### config.mk
export PLATFORM = sky130hd
export DESIGN_NAME = dual_sensor_spike_filter_top_flat
export DESIGN_NICKNAME = d
export VERILOG_FILES = /design/src/hdl/dssf_pkg.sv /design/src/hdl/dssf_if.sv /design/src/hdl/dssf_chan.sv /design/src/hdl/dual_sensor_spike_filter_top.sv /design/src/flat_wrapper.sv
export SDC_FILE = /design/constraint.sdc
export NUM_CORES = 1
export LEC_CHECK = 0
export BUFFER_PORTS_ARGS = -buffer_cell sky130_fd_sc_hd__buf_4
export CORE_UTILIZATION = 25
export DETAILED_ROUTE_END_ITERATION = 7
export GPL_TIMING_DRIVEN = 0
export HOLD_SLACK_MARGIN = 0.12
export PLACE_DENSITY_LB_ADDON = 0.3
export SLEW_MARGIN = 20
export SYNTH_ARGS = -nofsm -noshare
export SYNTH_HDL_FRONTEND = slang
export SYNTH_SLANG_ARGS = --single-unit
### constraint.sdc
create_clock -name clk_i -period 6.74 [get_ports clk_i]
set_input_delay 1.011 -clock clk_i [delete_from_list [all_inputs] [get_ports clk_i]]
set_output_delay 1.011 -clock clk_i [all_outputs]
set_load 0.01 [all_outputs]
### src/hdl/dssf_pkg.sv
// ----------------------------------------------------------------------------
// dssf_pkg
// Shared widths, types and constants of the dual sensor spike filter.
// ----------------------------------------------------------------------------
package dssf_pkg;

  localparam int TEMP_W = 11;
  localparam int HUMI_W = 10;
  localparam int WIN_W  = 10;
  // Both channels run on a signed word wide enough for either reading.
  localparam int CHAN_W = 11;

  localparam logic [WIN_W-1:0] WIN_RESET = 10'd10;

  typedef logic signed [TEMP_W-1:0] temp_t;
  typedef logic        [HUMI_W-1:0] humi_t;
  typedef logic        [WIN_W-1:0]  win_t;
  typedef logic signed [CHAN_W-1:0] chan_t;

  typedef struct packed {
    logic fire;
    logic first;
    win_t window;
  } chan_ctrl_t;

  typedef struct packed {
    chan_t value;
    logic  changed;
  } chan_res_t;

endpackage

### src/hdl/dssf_if.sv
// ----------------------------------------------------------------------------
// dssf_if
// Valid/ready channels of the spike filter: readings, results, window writes.
// ----------------------------------------------------------------------------
interface dssf_in_if import dssf_pkg::*;
();
  logic  valid;
  logic  ready;
  temp_t temp_sample;
  humi_t humi_sample;

  modport source (output valid, output temp_sample, output humi_sample, input ready);
  modport sink   (input valid, input temp_sample, input humi_sample, output ready);
endinterface

interface dssf_out_if import dssf_pkg::*;
();
  logic  valid;
  logic  ready;
  temp_t temp_value;
  logic  temp_changed;
  humi_t humi_value;
  logic  humi_changed;

  modport source (output valid, output temp_value, output temp_changed,
                  output humi_value, output humi_changed, input ready);
  modport sink   (input valid, input temp_value, input temp_changed,
                  input humi_value, input humi_changed, output ready);
endinterface

interface dssf_cfg_if import dssf_pkg::*;
();
  logic valid;
  logic ready;
  win_t outlier_window;

  modport source (output valid, output outlier_window, input ready);
  modport sink   (input valid, input outlier_window, output ready);
endinterface

### src/hdl/dssf_chan.sv
// ----------------------------------------------------------------------------
// dssf_chan
// One filter channel: history ring, running sum, average and spike decision.
// ----------------------------------------------------------------------------
module dssf_chan import dssf_pkg::*;
#(
  parameter int DEPTH = 4
) (
  input  logic                       clk_i,
  input  logic                       rst_ni,
  input  chan_ctrl_t                 ctrl_i,
  input  logic [$clog2(DEPTH)-1:0]   slot_i,
  input  chan_t                      sample_i,
  output chan_res_t                  res_o
);

  localparam int SLOT_W = $clog2(DEPTH);
  localparam int SUM_W  = CHAN_W + SLOT_W;
  localparam int DIFF_W = CHAN_W + 1;
  localparam int SHIFT  = SUM_W + SLOT_W;
  localparam int PROD_W = SUM_W + SHIFT;
  // Rounded-up reciprocal; exact quotient for every magnitude below 2**SUM_W.
  localparam logic [SHIFT-1:0] RECIP =
    SHIFT'(((64'd1 << SHIFT) + 64'(DEPTH) - 64'd1) / 64'(DEPTH));
  localparam logic signed [SUM_W-1:0] DEPTH_S = SUM_W'(DEPTH);

  chan_t                    ring_q [DEPTH];
  chan_t                    last_q;
  logic signed [SUM_W-1:0]  sum_q;

  logic                     sum_neg;
  logic        [SUM_W-1:0]  sum_mag;
  logic        [PROD_W-1:0] prod;
  logic        [SUM_W-1:0]  quot;
  chan_t                    avg_div;
  chan_t                    avg;
  chan_t                    accepted;
  chan_t                    old_entry;
  logic signed [DIFF_W-1:0] diff;
  logic signed [DIFF_W-1:0] win_pos;
  logic signed [SUM_W-1:0]  sum_fill;
  logic signed [SUM_W-1:0]  sum_upd;
  logic                     changed;
  logic                     spike;

  always_comb begin
    // The average truncates toward zero, so the magnitude is divided.
    sum_neg  = sum_q[SUM_W-1];
    sum_mag  = sum_neg ? SUM_W'(-sum_q) : SUM_W'(sum_q);
    prod     = PROD_W'(sum_mag) * PROD_W'(RECIP);
    quot     = prod[PROD_W-1:SHIFT];
    avg_div  = sum_neg ? CHAN_W'(-quot) : CHAN_W'(quot);
    // On the first reading the ring is being filled with the reading itself.
    avg      = ctrl_i.first ? sample_i : avg_div;

    diff     = DIFF_W'(sample_i) - DIFF_W'(last_q);
    win_pos  = DIFF_W'($signed({1'b0, ctrl_i.window}));
    spike    = (diff > win_pos) || (diff < -win_pos);
    changed  = (sample_i != last_q);
    accepted = spike ? avg : sample_i;

    old_entry = ring_q[slot_i];
    sum_fill  = SUM_W'(sample_i) * DEPTH_S;
    sum_upd   = sum_q - SUM_W'(old_entry) + SUM_W'(accepted);

    res_o.value   = changed ? accepted : last_q;
    res_o.changed = changed;
  end

  always_ff @(posedge clk_i) begin
    if (ctrl_i.fire) begin
      if (ctrl_i.first) begin
        for (int k = 0; k < DEPTH; k++) begin
          ring_q[k] <= sample_i;
        end
        sum_q <= sum_fill;
      end else if (changed) begin
        ring_q[slot_i] <= accepted;
        sum_q          <= sum_upd;
      end
    end
  end

  always_ff @(posedge clk_i or negedge rst_ni) begin
    if (!rst_ni) begin
      last_q <= '0;
    end else if (ctrl_i.fire && changed) begin
      last_q <= accepted;
    end
  end

endmodule

### src/hdl/dual_sensor_spike_filter_top.sv
// ----------------------------------------------------------------------------
// dual_sensor_spike_filter_top
// Spike filter for paired temperature and humidity readings, in tenths.
// ----------------------------------------------------------------------------
//   Channel  Dir  Payload                                         Request
//   cfg_i    in   outlier_window                                  one window write
//   in_i     in   temp_sample, humi_sample                        one reading pair
//   out_o    out  temp_value, temp_changed, humi_value,           one filtered pair
//                 humi_changed
//
// A reading pair is taken into an input register and filtered from there
// into the result register, which presents it until it is taken. One
// request is accepted per cycle while the result register is not stalled;
// the filter step holds the average, the window compare and the
// running-sum update of each channel. A stalled result register stalls the
// input register, and input ready drops only when both are full and the
// result is not being taken. Reset clears the valid flags and the slot,
// loads the default window and arms the ring fill for the first reading.
// ----------------------------------------------------------------------------
module dual_sensor_spike_filter_top import dssf_pkg::*;
#(
  parameter int HISTORY_DEPTH = 4
) (
  input  logic        clk_i,
  input  logic        rst_ni,
  dssf_cfg_if.sink    cfg_i,
  dssf_in_if.sink     in_i,
  dssf_out_if.source  out_o
);

  localparam int SLOT_W = $clog2(HISTORY_DEPTH);
  localparam logic [SLOT_W-1:0] SLOT_LAST = SLOT_W'(HISTORY_DEPTH - 1);

  win_t              win_q;
  logic              s1_valid_q, s1_valid_d;
  temp_t             s1_temp_q;
  humi_t             s1_humi_q;
  logic              first_q;
  logic [SLOT_W-1:0] slot_q, slot_d;
  logic              out_valid_q, out_valid_d;
  temp_t             out_temp_q;
  logic              out_tchg_q;
  humi_t             out_humi_q;
  logic              out_hchg_q;

  logic              out_free;
  logic              s1_fire;
  logic              in_fire;
  chan_ctrl_t        ctrl;
  chan_res_t         temp_res;
  chan_res_t         humi_res;

  assign cfg_i.ready = 1'b1;

  always_comb begin
    out_free   = !out_valid_q || out_o.ready;
    s1_fire    = s1_valid_q && out_free;
    in_i.ready = !s1_valid_q || out_free;
    in_fire    = in_i.valid && in_i.ready;

    s1_valid_d  = in_fire ? 1'b1 : (s1_fire ? 1'b0 : s1_valid_q);
    out_valid_d = s1_fire ? 1'b1 : (out_o.ready ? 1'b0 : out_valid_q);
    slot_d      = (slot_q == SLOT_LAST) ? '0 : slot_q + 1'b1;

    ctrl.fire   = s1_fire;
    ctrl.first  = first_q;
    ctrl.window = win_q;

    out_o.valid        = out_valid_q;
    out_o.temp_value   = out_temp_q;
    out_o.temp_changed = out_tchg_q;
    out_o.humi_value   = out_humi_q;
    out_o.humi_changed = out_hchg_q;
  end

  dssf_chan #(.DEPTH(HISTORY_DEPTH)) u_temp (
    .clk_i    (clk_i),
    .rst_ni   (rst_ni),
    .ctrl_i   (ctrl),
    .slot_i   (slot_q),
    .sample_i (CHAN_W'(s1_temp_q)),
    .res_o    (temp_res)
  );

  dssf_chan #(.DEPTH(HISTORY_DEPTH)) u_humi (
    .clk_i    (clk_i),
    .rst_ni   (rst_ni),
    .ctrl_i   (ctrl),
    .slot_i   (slot_q),
    .sample_i ($signed({1'b0, s1_humi_q})),
    .res_o    (humi_res)
  );

  always_ff @(posedge clk_i or negedge rst_ni) begin
    if (!rst_ni) begin
      win_q       <= WIN_RESET;
      s1_valid_q  <= 1'b0;
      out_valid_q <= 1'b0;
      first_q     <= 1'b1;
      slot_q      <= '0;
    end else begin
      if (cfg_i.valid && cfg_i.ready) begin
        win_q <= cfg_i.outlier_window;
      end
      s1_valid_q  <= s1_valid_d;
      out_valid_q <= out_valid_d;
      if (s1_fire) begin
        first_q <= 1'b0;
        slot_q  <= slot_d;
      end
    end
  end

  always_ff @(posedge clk_i) begin
    if (in_fire) begin
      s1_temp_q <= in_i.temp_sample;
      s1_humi_q <= in_i.humi_sample;
    end
    if (s1_fire) begin
      out_temp_q <= TEMP_W'(temp_res.value);
      out_tchg_q <= temp_res.changed;
      out_humi_q <= HUMI_W'(humi_res.value);
      out_hchg_q <= humi_res.changed;
    end
  end

`ifndef SYNTHESIS
  // The ring fill is disarmed only by a pair leaving the input register.
  assert property (@(posedge clk_i) disable iff (!rst_ni)
    $fell(first_q) |-> $past(s1_fire))
    else $error("first-reading flag cleared without a processed pair");

  // Once disarmed, the ring fill never comes back before a reset.
  assert property (@(posedge clk_i) disable iff (!rst_ni)
    !first_q |=> !first_q)
    else $error("first-reading flag set again without reset");

  // The slot wraps to zero after the last ring entry.
  assert property (@(posedge clk_i) disable iff (!rst_ni)
    s1_fire && (slot_q == SLOT_LAST) |=> slot_q == '0)
    else $error("slot pointer failed to wrap");

  // A request taken while the input register is full must see it drain.
  assert property (@(posedge clk_i) disable iff (!rst_ni)
    in_fire && s1_valid_q |-> s1_fire)
    else $error("input register overwritten before it was processed");

  // Every processed pair lands in the result register.
  assert property (@(posedge clk_i) disable iff (!rst_ni)
    s1_fire |=> out_valid_q)
    else $error("processed pair did not produce a result");
`endif

endmodule

### src/flat_wrapper.sv
// flat-port wrapper written by rule: the top's interface ports become plain ports
module dual_sensor_spike_filter_top_flat import dssf_pkg::*;
#(
  parameter int HISTORY_DEPTH = 4
)
  (clk_i, rst_ni, cfg_i_valid, cfg_i_outlier_window, cfg_i_ready, in_i_valid, in_i_temp_sample, in_i_humi_sample, in_i_ready, out_o_valid, out_o_temp_value, out_o_temp_changed, out_o_humi_value, out_o_humi_changed, out_o_ready);
  dssf_cfg_if cfg_i_i ();
  dssf_in_if in_i_i ();
  dssf_out_if out_o_i ();
  input  logic clk_i;
  input  logic rst_ni;
  input wire logic [$bits(cfg_i_i.valid)-1:0] cfg_i_valid;
  input wire logic [$bits(cfg_i_i.outlier_window)-1:0] cfg_i_outlier_window;
  output wire logic [$bits(cfg_i_i.ready)-1:0] cfg_i_ready;
  input wire logic [$bits(in_i_i.valid)-1:0] in_i_valid;
  input wire logic [$bits(in_i_i.temp_sample)-1:0] in_i_temp_sample;
  input wire logic [$bits(in_i_i.humi_sample)-1:0] in_i_humi_sample;
  output wire logic [$bits(in_i_i.ready)-1:0] in_i_ready;
  output wire logic [$bits(out_o_i.valid)-1:0] out_o_valid;
  output wire logic [$bits(out_o_i.temp_value)-1:0] out_o_temp_value;
  output wire logic [$bits(out_o_i.temp_changed)-1:0] out_o_temp_changed;
  output wire logic [$bits(out_o_i.humi_value)-1:0] out_o_humi_value;
  output wire logic [$bits(out_o_i.humi_changed)-1:0] out_o_humi_changed;
  input wire logic [$bits(out_o_i.ready)-1:0] out_o_ready;
  assign cfg_i_i.valid = cfg_i_valid;
  assign cfg_i_i.outlier_window = cfg_i_outlier_window;
  assign cfg_i_ready = cfg_i_i.ready;
  assign in_i_i.valid = in_i_valid;
  assign in_i_i.temp_sample = in_i_temp_sample;
  assign in_i_i.humi_sample = in_i_humi_sample;
  assign in_i_ready = in_i_i.ready;
  assign out_o_valid = out_o_i.valid;
  assign out_o_temp_value = out_o_i.temp_value;
  assign out_o_temp_changed = out_o_i.temp_changed;
  assign out_o_humi_value = out_o_i.humi_value;
  assign out_o_humi_changed = out_o_i.humi_changed;
  assign out_o_i.ready = out_o_ready;
  dual_sensor_spike_filter_top #(.HISTORY_DEPTH(HISTORY_DEPTH)) u_core (.clk_i(clk_i), .rst_ni(rst_ni), .cfg_i(cfg_i_i), .in_i(in_i_i), .out_o(out_o_i));
endmodule
==> impl_summary.md <==
Run status
The run finished with clean final reports.

Critical path
The highest cell delay on the worst timing path is 550 ps. The data required time at the worst endpoint is 7030 ps. The slowest stage of the critical path is the sky130_fd_sc_hd__fa_1 cell. Data on the critical path arrives at its endpoint at 6800 ps. The critical path class is flop to flop.

The largest fanout of any net on the critical path is 6. The type of element launching the critical path is a flop. The sort of element at the end of the critical path is a flop.

Die
From left edge to right edge, the die measures 232 microns. For this configuration, the core starts out at a cell density of 25.3%. The initialized floorplan defines 84 standard-cell rows. The vertical die dimension is 232 microns.

The placeable core area is 52,600 sq um. The die covers 54,000 sq um. 62 I/O pins were placed.

Timing
The slew of the pin with the lowest slew margin is 1020 ps. The share of the clock period used by the worst path after layout is 96.6%. The hold violation total from the final report was 0. Setup repair after global routing could not meet its margin everywhere.

Based on the critical path, the design can be clocked at up to 154 MHz. The clock skew after layout is 12.3 ps. The number of max-slew violations in the final report came to 0. After layout, the minimum clock period comes to 6510 ps. The final number of setup-violating endpoints is 0.

In this run the tightest slew margin relative to its limit is 31.9%.

Synth
The share of synthesized flip-flops with an asynchronous set or reset is 19.0%. By instance count, the leading cell after synthesis is sky130_fd_sc_hd__edfxtp_1. The top cell type by area accounts for 35.8% of the synthesized area. Yosys printed 0 warnings. Dividing the synthesized area by the synthesized cell count gives 10.9 sq um. sky130_fd_sc_hd__edfxtp_1 takes more of the synthesized area than any other cell. The most used flip-flop cell after synthesis is sky130_fd_sc_hd__edfxtp_1.

The number of enable flip-flop cells after synthesis is 158. The cell count after synthesis is 1,212. Summing every instance area after synthesis gives 13,300 sq um. The commonest cells after synthesis are 158 x sky130_fd_sc_hd__edfxtp_1, 127 x sky130_fd_sc_hd__inv_1, 118 x sky130_fd_sc_hd__nand2_1, 93 x sky130_fd_sc_hd__ha_1, 82 x sky130_fd_sc_hd__o21ai_0. When the netlist entered floorplanning its net count stood at 1,367.

The synthesis-stage register bit count is 195. Counting distinct cell types in the post-synthesis netlist gives 78. Summing the sequential cell areas from Yosys gives 42.8% of the chip area.

Yosys attributes the largest share of cell area to sky130_fd_sc_hd__edfxtp_1 36%, sky130_fd_sc_hd__ha_1 8.8%, sky130_fd_sc_hd__mux2_2 6.5%.

Drt
The first-pass detailed-route iteration total is 5. The total DRC errors in the routed layout is 0. The first-iteration detailed-routing DRC count is 645. For this block, the via count after detailed routing is 9,643. The remaining antenna violation count after routing is 0. The total detailed-routing wirelength is 36.8 mm. In the routed layout, each cell is associated on average with a via count of 4.75. The average detailed-routed wire length per instance is 18.1 microns.

Placement
The count of buffers added on input and output ports is 59. The half-perimeter wire length after placement is 27.7 mm. The final weighted congestion in routability-driven placement is 0.815.

The total placed instance area is 14,600 sq um.

Clock network
The clock sink count is 195. The clock tree from TritonCTS is done. The root buffer cell chosen for the clock tree is sky130_fd_sc_hd__clkbuf_16. The buffer levels on the longest clock path is 2. The clock transition at the register clock pins on the worst setup and hold paths after CTS is 80 ps. The clock latency at the later pin of the worst-skew pair is 470 ps.

The number of hold buffers added after CTS was 0. In this run the number of H-tree levels came out at 4. Buffers inserted during clock tree synthesis total 17.

Global routing
For this run, the total global-route usage over all layers was measured as 13.8%. The via count of the first global-routing pass was 9,818. The global route total overflow is 0. The number of antenna violations at the first check in global routing came to 0. The largest net degree at the start of global routing is 38.

The wire length of the first global-routing pass is 56.2 mm.

Final layout
The proportion of layout cells with a drive suffix above 1 is 24.8%. At the end of the flow, the number of nets in the layout was 1,484. The number of antenna diodes in the final layout is 0. The area occupied by registers is 5670 sq um. Summing all multi-input logic gate instances after layout gives 7310 sq um. The final design area excluding fillers is 15,900 sq um. The number of fill cells in the layout is 5,407. The area overhead of the layout relative to synthesis is 19.8%.

Hold path
In this run the worst hold path is classified as flop to flop.

Flow run
The count of max-cap constraint violations is 0.
-- layout make-up --
| cell class | instances | share of cell area, % |
|---|---|---|
| timing repair buffer | 98 | 4.79 |
| buffer | 38 | 1.35 |
| tap | 688 | 5.42 |
| multi-input combinational | 851 | 46.0 |
| inverter | 128 | 3.03 |
| sequential | 195 | 35.7 |
| clock buffer | 19 | 2.79 |
| clock inverter | 13 | 0.937 |
-- placed cells by master (no fill, tap or decap), types with 6 or more instances in the layout --
master,count
sky130_fd_sc_hd__o21a_1,9
sky130_fd_sc_hd__xor2_1,13
sky130_fd_sc_hd__nand2_1,118
sky130_fd_sc_hd__dfrtp_1,34
sky130_fd_sc_hd__o21ai_1,24
sky130_fd_sc_hd__mux2_2,77
sky130_fd_sc_hd__xnor2_1,50
sky130_fd_sc_hd__inv_1,122
sky130_fd_sc_hd__nor4_1,9
sky130_fd_sc_hd__edfxtp_1,158
sky130_fd_sc_hd__nand3_1,20
sky130_fd_sc_hd__a21o_1,15
sky130_fd_sc_hd__clkbuf_16,18
sky130_fd_sc_hd__buf_6,6
sky130_fd_sc_hd__a21oi_2,8
sky130_fd_sc_hd__o21bai_1,9
sky130_fd_sc_hd__nor2_1,39
sky130_fd_sc_hd__nand2b_1,13
sky130_fd_sc_hd__mux4_2,22
sky130_fd_sc_hd__mux2i_1,18
sky130_fd_sc_hd__o21ai_0,77
sky130_fd_sc_hd__nand4_1,10
sky130_fd_sc_hd__nor3_1,20
sky130_fd_sc_hd__buf_4,97
sky130_fd_sc_hd__a21oi_1,37
sky130_fd_sc_hd__a211oi_1,6
sky130_fd_sc_hd__o211ai_1,6
sky130_fd_sc_hd__fa_1,22
sky130_fd_sc_hd__and3_1,13
sky130_fd_sc_hd__mux2i_2,8
sky130_fd_sc_hd__clkbuf_1,25
sky130_fd_sc_hd__ha_1,88
sky130_fd_sc_hd__xnor2_2,6
sky130_fd_sc_hd__o31ai_1,6
-- what timing repair did --
action	4_1_cts	5_1_grt
gates resized for setup	32	49
endpoints found under the setup margin	14	13
pin swaps	12	33
gates cloned	0	1
buffers inserted	13	23
-- sequential cells by signal, indices dropped and copies added (netlist names), 2 cells and up --
signal / flops
u_core.u_temp.sum_q: 13
u_core.out_o.temp_value: 11
u_core.u_temp.ring_q: 44
u_core.out_o.humi_value: 10
u_core.u_humi.sum_q: 13
u_core.win_q: 10
u_core.s1_temp_q: 11
u_core.u_temp.last_q: 11
u_core.s1_humi_q: 10
u_core.u_humi.last_q: 11
u_core.u_humi.ring_q: 44
u_core.slot_q: 2
-- stage by stage --
stage	utilization [%]	setup WS, ps	setup TNS, ps	hold WS [ps]	cells
after CTS	29.5	-41.9	-41.9	506	2006
final	30.2	226	0	506	2030
after detailed placement	27.8	-790	-4660	494	1961
after global placement	27.7	-670	-4020	475	1959
after floorplan	-	617	0	457	1212
after global routing	30.2	-71.0	-115	538	2030
-- cells by family (layout without fill, tap and decap cells) --
group	after synthesis	after routing	share of synthesized area [%]
other	1	1	0.0283
AOI/OAI and AO/OA	243	243	11.5
DFF	195	195	42.8
and+or+nand+nor	289	289	10.8
xor gates and xnor gates	69	69	4.55
muxes	130	130	12.6
adders and majority gates	119	119	12.7
buffers and inverters	166	296	5.07
-- layer usage --
metal  part of all wire [%]  track usage, %
met4                    2.2            4.83
met5                      0               0
met2                     46            22.1
met1                     48            19.0
met3                    3.8            1.94
-- critical path: cells and delay by family (launching register included) --
family / cells / cell delay [ps]
compound gates: 10 / 2390
fa+ha+maj: 5 / 1570
buf+inv: 6 / 690
simple gates: 4 / 650
flops: 1 / 440
xor+xnor: 2 / 370
mux: 1 / 200
-- worst paths after layout --
| path | startpoint | to | slack, ps | depth (start not counted) |
|---|---|---|---|---|
| max | u_core.s1_temp_q[0] | u_core.u_temp.sum_q[12] | 230 | 28 |
| min | u_core.u_temp.last_q[1] | u_core.u_temp.last_q[1] | 510 | 2 |
| max reg2reg | u_core.s1_temp_q[0] | u_core.u_temp.sum_q[12] | 230 | 28 |
| min reg2reg | u_core.u_temp.last_q[1] | u_core.u_temp.last_q[1] | 510 | 2 |
| max in group asynchronous | rst_ni | u_core.u_temp.last_q[8] | 5780 | 1 |
| min in group asynchronous | rst_ni | u_core.win_q[5] | 540 | 1 |
Power is left out: the tool's default activity adds up to more than one toggle a clock period on the data nets, which glitch-free logic cannot reach.
